===== config.mk =====
export PLATFORM = sky130hd
export DESIGN_NAME = trapmp_ctrl
export DESIGN_NICKNAME = d
export VERILOG_FILES = /design/src/rtl/trapmp_pkg.sv /design/src/rtl/trapmp_ctrl.sv
export SDC_FILE = /design/constraint.sdc
export NUM_CORES = 1
export LEC_CHECK = 0
export BUFFER_PORTS_ARGS = -buffer_cell sky130_fd_sc_hd__buf_2
export CAP_MARGIN = 20
export CELL_PAD_IN_SITES_DETAIL_PLACEMENT = 1
export CELL_PAD_IN_SITES_GLOBAL_PLACEMENT = 2
export CORE_ASPECT_RATIO = 0.7
export CORE_UTILIZATION = 27
export CTS_CLUSTER_DIAMETER = 150
export DETAILED_ROUTE_END_ITERATION = 16
export PLACE_DENSITY_LB_ADDON = 0.1
export SLEW_MARGIN = 25
export SYNTH_ARGS = -nofsm -noshare
export SYNTH_HDL_FRONTEND = slang
export SYNTH_SLANG_ARGS = --single-unit

===== constraint.sdc =====
create_clock -name clock -period 1.4 [get_ports clock]
set_clock_uncertainty 0.05 [all_clocks]
set_input_delay 0.07 -clock clock [delete_from_list [all_inputs] [get_ports clock]]
set_output_delay 0.07 -clock clock [all_outputs]
set_load 0.01 [all_outputs]

===== src/rtl/trapmp_pkg.sv =====
// Shared types and constants of the trapezoidal motion profile.
// No dependencies.
`default_nettype none

package trapmp_pkg;

   localparam int DATA_W = 32;
   localparam int ACC_W  = 31;
   localparam int IDX_W  = 2;

   localparam logic [IDX_W-1:0] REG_MAX_VELOCITY = 2'd0;
   localparam logic [IDX_W-1:0] REG_MAX_ACCEL    = 2'd1;
   localparam logic [IDX_W-1:0] REG_DISTANCE     = 2'd2;

   localparam logic [1:0] PH_ACCEL = 2'd0;
   localparam logic [1:0] PH_COAST = 2'd1;
   localparam logic [1:0] PH_DECEL = 2'd2;
   localparam logic [1:0] PH_DONE  = 2'd3;

   typedef enum logic [1:0] {
      DOP_RAMP_DIST = 2'd0,
      DOP_RAMP_TIME = 2'd1,
      DOP_COAST     = 2'd2,
      DOP_TRI_Q     = 2'd3
   } div_op_type;

   typedef struct packed {
      logic       load_time;
      logic       vsq_en;
      logic       div_start;
      div_op_type div_op;
      logic       sqrt_start;
      logic       tri_sat;
      logic       plan_end;
      logic       query_en;
   } cmd_type;

   typedef struct packed {
      logic div_done;
      logic sqrt_done;
      logic trap;
      logic q_big;
   } status_type;

endpackage

`default_nettype wire


===== src/rtl/trapmp_ctrl.sv =====
// Controller: request/response handshake, plan sequencing and plan validity.
// Depends on trapmp_pkg.
`default_nettype none

module trapmp_ctrl (
   input  wire logic                          clock,
   input  wire logic                          reset,
   input  wire logic                          req_valid,
   output logic                               req_ready,
   output logic                               rsp_valid,
   input  wire logic                          rsp_ready,
   input  wire logic                          csr_we,
   input  wire logic [trapmp_pkg::IDX_W-1:0]  csr_index,
   input  wire trapmp_pkg::status_type        status,
   output trapmp_pkg::cmd_type                cmd
);

   typedef enum logic [9:0] {
      S_IDLE   = 10'b00_0000_0001,
      S_VSQ    = 10'b00_0000_0010,
      S_DRD    = 10'b00_0000_0100,
      S_BRANCH = 10'b00_0000_1000,
      S_DRAMP  = 10'b00_0001_0000,
      S_DCOAST = 10'b00_0010_0000,
      S_DQ     = 10'b00_0100_0000,
      S_SQRT   = 10'b00_1000_0000,
      S_FINISH = 10'b01_0000_0000,
      S_QUERY  = 10'b10_0000_0000
   } state_type;

   state_type state_ff, state_in;
   logic      plan_ok_ff, plan_ok_in;
   logic      issued_ff, issued_in;
   logic      rsp_valid_ff, rsp_valid_in;
   logic      accept, out_free, cfg_hit;

   assign req_ready = (state_ff == S_IDLE);
   assign accept    = req_valid && req_ready;
   assign out_free  = !rsp_valid_ff || rsp_ready;
   assign cfg_hit   = csr_we && (csr_index == trapmp_pkg::REG_MAX_VELOCITY ||
                                 csr_index == trapmp_pkg::REG_MAX_ACCEL ||
                                 csr_index == trapmp_pkg::REG_DISTANCE);

   always_comb begin
      state_in     = state_ff;
      plan_ok_in   = plan_ok_ff && !cfg_hit;
      issued_in    = issued_ff;
      rsp_valid_in = rsp_valid_ff && !rsp_ready;
      cmd          = '0;
      cmd.div_op   = trapmp_pkg::DOP_RAMP_DIST;
      unique case (state_ff)
         S_IDLE: begin
            cmd.load_time = accept;
            if (accept) state_in = plan_ok_ff ? S_QUERY : S_VSQ;
         end
         S_VSQ: begin
            cmd.vsq_en = 1'b1;
            state_in   = S_DRD;
         end
         S_DRD, S_DRAMP, S_DCOAST, S_DQ: begin
            priority case (1'b1)
               state_ff == S_DRD:   cmd.div_op = trapmp_pkg::DOP_RAMP_DIST;
               state_ff == S_DRAMP: cmd.div_op = trapmp_pkg::DOP_RAMP_TIME;
               state_ff == S_DCOAST: cmd.div_op = trapmp_pkg::DOP_COAST;
               default:             cmd.div_op = trapmp_pkg::DOP_TRI_Q;
            endcase
            cmd.div_start = !issued_ff;
            issued_in     = 1'b1;
            if (status.div_done) begin
               issued_in = 1'b0;
               priority case (1'b1)
                  state_ff == S_DRD:   state_in = S_BRANCH;
                  state_ff == S_DRAMP: state_in = S_DCOAST;
                  state_ff == S_DCOAST: state_in = S_FINISH;
                  default:             state_in = S_SQRT;
               endcase
            end
         end
         S_BRANCH: begin
            state_in = status.trap ? S_DRAMP : S_DQ;
         end
         S_SQRT: begin
            if (status.q_big) begin
               cmd.tri_sat = 1'b1;
               state_in    = S_FINISH;
            end else begin
               cmd.sqrt_start = !issued_ff;
               issued_in      = 1'b1;
               if (status.sqrt_done) begin
                  issued_in = 1'b0;
                  state_in  = S_FINISH;
               end
            end
         end
         S_FINISH: begin
            cmd.plan_end = 1'b1;
            plan_ok_in   = 1'b1;
            state_in     = S_QUERY;
         end
         S_QUERY: begin
            // hold until the output register can take the response
            if (out_free) begin
               cmd.query_en = 1'b1;
               rsp_valid_in = 1'b1;
               state_in     = S_IDLE;
            end
         end
         default: state_in = S_IDLE;
      endcase
   end

   always_ff @(posedge clock) begin
      if (reset) begin
         state_ff     <= S_IDLE;
         plan_ok_ff   <= 1'b0;
         issued_ff    <= 1'b0;
         rsp_valid_ff <= 1'b0;
      end else begin
         state_ff     <= state_in;
         plan_ok_ff   <= plan_ok_in;
         issued_ff    <= issued_in;
         rsp_valid_ff <= rsp_valid_in;
      end
   end

   assign rsp_valid = rsp_valid_ff;

endmodule

`default_nettype wire


## Yosys cells after proc, flatten, opt, wreduce, memory -nomap -nowiden

Cells that the tools add are included.

| word-level totals | value |
|---|---|
| input port bits | 11 |
| bits in latches | 0 |
| logic and storage cells | 67 |
| memories kept | 0 |
| register bits after elaboration | 13 |
| memory bits (read-only) | 0 |
| bits in writable memories | 0 |

| cells by class | value |
|---|---|
| bitwise logic cells | 0 |
| magnitude comparators | 0 |
| eq/ne operators | 17 |
| shift-type cells | 0 |
| multiplexer cells | 30 |
| multipliers | 0 |
| reductions and logical operators | 16 |
| add/subtract/negate cells | 0 |
| divide/modulo/power cells | 0 |

Operators with widths:

| cell | count |
|---|---|
| $pmux W10 S7 | 1 |
| $mux W10 | 6 |
| $mux W9 | 3 |
| $mux W1 | 14 |
| $eq A10 B1 Y1 const B | 1 |
| $eq A10 B10 Y1 const B | 1 |
| $eq A10 B2 Y1 const B | 1 |
| $eq A10 B3 Y1 const B | 1 |
| $eq A10 B4 Y1 const B | 1 |
| $eq A10 B5 Y1 const B | 1 |
| $eq A10 B6 Y1 const B | 1 |
| $eq A10 B7 Y1 const B | 1 |
| $eq A10 B8 Y1 const B | 1 |
| $eq A10 B9 Y1 const B | 1 |
| $mux W7 | 1 |
| $mux W2 | 3 |
| $ne A2 B2 Y1 const B | 3 |
| $logic_and A1 B1 Y1 | 4 |
| $logic_not A1 Y1 | 4 |
| $reduce_and A4 Y1 | 1 |
| $reduce_or A4 Y1 | 1 |
| $logic_or A1 B1 Y1 | 3 |
| $mux W3 | 1 |
| $ne A3 B3 Y1 const B | 1 |
| other kinds (7) | 7 |

## Longest topological paths before layout

| depth | value |
|---|---|
| depth after elaboration | 7 |
| gate-level depth with buffers | 6 |

## Worst setup path after synthesis

No wires, ideal clock.

| timing path | value |
|---|---|
| path kind | reg2reg |
| start point | register state_ff[4] |
| end point | register state_ff[3] |
| path buffers | 1 |
| arrival | 1439 ps |
| slack | -206 ps |
| cell stages (with the launch flop) | 7 |
| clock period less this slack | 1606 ps |
| library setup time | 116 ps |
| required time | 1234 ps |
| cell sequence | dfxtp_1 buf_6 or2_0 mux2_4 o32ai_4 nor3_1 and4_1 |

| on the way | value |
|---|---|
| cells in the longest elaborated chain, start to end | 5 |

Ends and longest elaborated chain:

| what | line | RTL |
|---|---|---|
| from (decl) | trapmp_ctrl.sv:31 | `state_type state_ff, state_in;` |
| from (signal assigned) | trapmp_ctrl.sv:119 | `state_ff <= state_in;` |
| $eq A10 B5 Y1 | trapmp_ctrl.sv:51, trapmp_ctrl.sv:73 |  |
| $mux W9 (2 in a row) | trapmp_ctrl.sv:71 | `priority case (1'b1)` |
| $mux W10 | trapmp_ctrl.sv:69 | `if (status.div_done) begin` |
| $pmux W10 S7 | trapmp_ctrl.sv:51 | `unique case (state_ff)` |

Parallel ways exist; a longest one is shown, timed or not. The select of a mux whose other input is x is not followed.
A chain may end at the register's enable or synchronous reset.

==> flow_summary.json <==
{
  "status": "finished, violations left",
  "failed_checks": "negative setup slack",
  "p_comb_frac": 0.336,
  "p_int_w": 0.0007681,
  "slew_viol_final": 0,
  "fin_ws_ns": -0.4030,
  "gp_congestion": 0.7787,
  "ys_seq_area_frac": 0.2730,
  "setup_viol": 22,
  "antenna_found_initial": 0,
  "grt_max_degree": 14,
  "switchingPower_w": 0.0003395,
  "htreeDepth": 1,
  "whs_endpoint": "plan_ok_ff$_SDFF_PP0_",
  "synth_seq_cells": 13,
  "yosysTopAreaCell": "dfxtp_1",
  "port_buffers": 21,
  "grt_pass1_wl_um": 6223,
  "path_class": "reg2out",
  "die_w_um": 73.03,
  "synthCells": 117,
  "clk_latency_ns": 0.25,
  "via_per_inst": 4.949,
  "instances_no_fill": 236,
  "ff2ff_path_depth": 8,
  "synthArstFlopShare": 0,
  "final_common_cell": "buf_4",
  "fin_crit_ns": 1.803,
  "synth_edf_count": 0,
  "drive_gt1_frac": 0.6455,
  "ioPinCount": 22,
  "synthDominantCellAreaShare": 0.2730,
  "powerDensity_nw_per_um2": 611.4,
  "r2r_end": "issued_ff$_SDFFE_PP0P_",
  "crit_arrival_ns": 1.68,
  "avgSynthCellArea_um2": 8.149,
  "syn_area_um2": 953.4,
  "coreArea_um2": 3254,
  "dp_hpwl_um": 2716,
  "synthFlopType": "dfxtp_1",
  "syn-num-nets": 128,
  "dieArea_um2": 3776,
  "seqPwrFrac": 0.348,
  "fin_crit_sh": 1.288,
  "final_nets": 201,
  "reg2reg_from": "state_ff[6]$_SDFFE_PP0P_",
  "rsz0062_at_grt": "yes",
  "dr.first_iter.drc_count": 52,
  "cp.required_ns": 1.28,
  "cts-root-buf": "clkbuf_8",
  "holdPathStages": 4,
  "synth_area_leaders": "dfxtp_1 (27%), nor3_1 (5.2%), nor2_1 (4.7%), a21oi_1 (3.7%), nand2_1 (3.5%)",
  "worst_pin_slew_ns": 0.3680,
  "syn_to_final_growth_pct": 90.03,
  "power_w": 0.001108,
  "hold_start": "csr_we",
  "placedInstanceArea_um2": 1359,
  "ys_warn_count": 0,
  "ant_nets": 0,
  "fmax_ghz": 0.5546,
  "leakage_nw": 0.7591,
  "slew_headroom": 0.7547,
  "grt_pass1_vias": 1238,
  "end_kind": "output port",
  "switching_share": 0.3065,
  "finalWirelength_um": 3843,
  "wl_per_cell_um": 16.28,
  "cts.clk_slew.worst_paths_ns": 0.06,
  "max_cap_viol_count": 0,
  "start_util": 0.2930,
  "postLayoutCoreUtil": 0.5567,
  "max-vdd-ir-drop_mv": 0.4583,
  "rrSetupSlack_ns": -0.37,
  "clock_sinks": 13,
  "layout_common_cells": "buf_4 (40), buf_2 (18), buf_6 (14)",
  "min_path_type": "in2reg",
  "clock_power_share": 0.316,
  "clk_path_buf_depth": 2,
  "die_h_um": 51.72,
  "critPathLaunchType": "flop",
  "synth.distinct_cells": 45,
  "crit_fanout": 5,
  "rows": 17,
  "final_area_um2": 1812,
  "grt_usage": 0.2272,
  "antennaDiodeCount": 0,
  "vias": 1168,
  "cts_made_buffers": 3,
  "first_pass_iters": 4,
  "hold_violations": 0,
  "cts_tree": "yes",
  "dp.cells": 215,
  "drcViolationCount": 0,
  "grt_overflow_total": 0
}
==> stage by stage <==
stage          setup TNS [ns]  setup slack [ns]  hold slack [ns]
2_1_floorplan          -1.576           -0.2057          0.09419
3_3_place_gp           -4.119           -0.3381           0.2300
3_5_place_dp           -5.096           -0.3821           0.2314
4_1_cts                -6.496           -0.4508          0.07267
5_1_grt                -7.639           -0.4832          0.09191
6_report               -5.934           -0.4030          0.08380
==> sequential cells by signal (all words and copies together), names as in the netlist <==
register	cells
state_ff	10
issued_ff	1
plan_ok_ff	1
rsp_valid	1
==> cell families (layout without fill, tap and decap cells) <==
logic type | count (synthesis) | count (layout) | synth area share
xor gates and xnor gates | 3 | 3 | 0.02756
AOI/OAI and AO/OA | 20 | 20 | 0.1680
muxes | 3 | 3 | 0.03674
DFF | 13 | 13 | 0.2730
buffers and inverters | 11 | 83 | 0.06954
and+or+nand+nor | 67 | 67 | 0.4252
==> critical path, stage by stage (launching register included) <==
cell	delay (ns)
dfxtp_2	0.35
nor4_4	0.30
buf_6	0.18
nand4_1	0.15
buf_4	0.18
nor3_4	0.13
buf_6	0.13
==> worst max path at each step <==
stage	from	to	slack, ns	cells past startpoint
global placement	state_ff[4]$_SDFFE_PP0P_	state_ff[3]$_SDFFE_PP0P_	-0.34	5
detailed placement	state_ff[4]$_SDFFE_PP0P_	state_ff[3]$_SDFFE_PP0P_	-0.38	5
global route	state_ff[6]$_SDFFE_PP0P_	cmd[3]	-0.48	6
floorplan	state_ff[4]$_SDFFE_PP0P_	state_ff[3]$_SDFFE_PP0P_	-0.21	6
finish	state_ff[6]$_SDFFE_PP0P_	cmd[3]	-0.40	6
CTS	state_ff[1]$_SDFFE_PP0P_	cmd[6]	-0.45	7
==> metal layers <==
layer / global-route usage / vias up / part of all wire
met2: 0.4012 / 16 / 0.50
met4: 0.08497 / 0 / 0.0078
li1: - / 567 / -
met3: 0.04651 / 5 / 0.028
met1: 0.2724 / 580 / 0.46
met5: 0 / - / 0
==> cell usage after synthesis, types with 2 or more instances <==
cell,count
a21oi_1,7
buf_2,2
nand2b_1,3
and2_1,4
or4_1,2
nor2b_1,4
nand3_1,3
xnor2_1,2
nor2_1,12
nand4_1,3
mux2i_1,2
nor3b_1,2
nand2_1,9
o32ai_1,3
nor2_2,2
nor3_1,10
buf_6,3
inv_1,4
dfxtp_1,13
nand4b_1,2
==> power groups by stage <==
| stage | clock, W | sequential (W) | combinational [W] |
|---|---|---|---|
| final | 0.000350 | 0.000386 | 0.000372 |
| after global routing | 0.000380 | 0.000387 | 0.000397 |
| after CTS | 0.000355 | 0.000385 | 0.000357 |
| after detailed placement | 0 | 0.000398 | 0.000246 |
| after global placement | 0 | 0.000398 | 0.000237 |
| after floorplan | 0 | 0.000394 | 0.000121 |
==> repair_timing <==
action / CTS / global route
pin swaps: 20 / 12
resized for setup: 49 / 14
endpoints found under the hold margin: 1 / 0
setup buffers: 11 / 5
gates cloned: 0 / 0
endpoints found under the setup margin: 23 / 23
hold buffers: 1 / 0
==> layout make-up <==
type                    instances  area, um2
fillers                       393       1443
multi-input cells              93      825.8
repair buffers                 74      578.1
flip-flops and latches         13      280.3
well taps                      47      58.81
clock buffers                   4      45.04
inverters                       5      23.77
(Power assumes the default switching activity.)
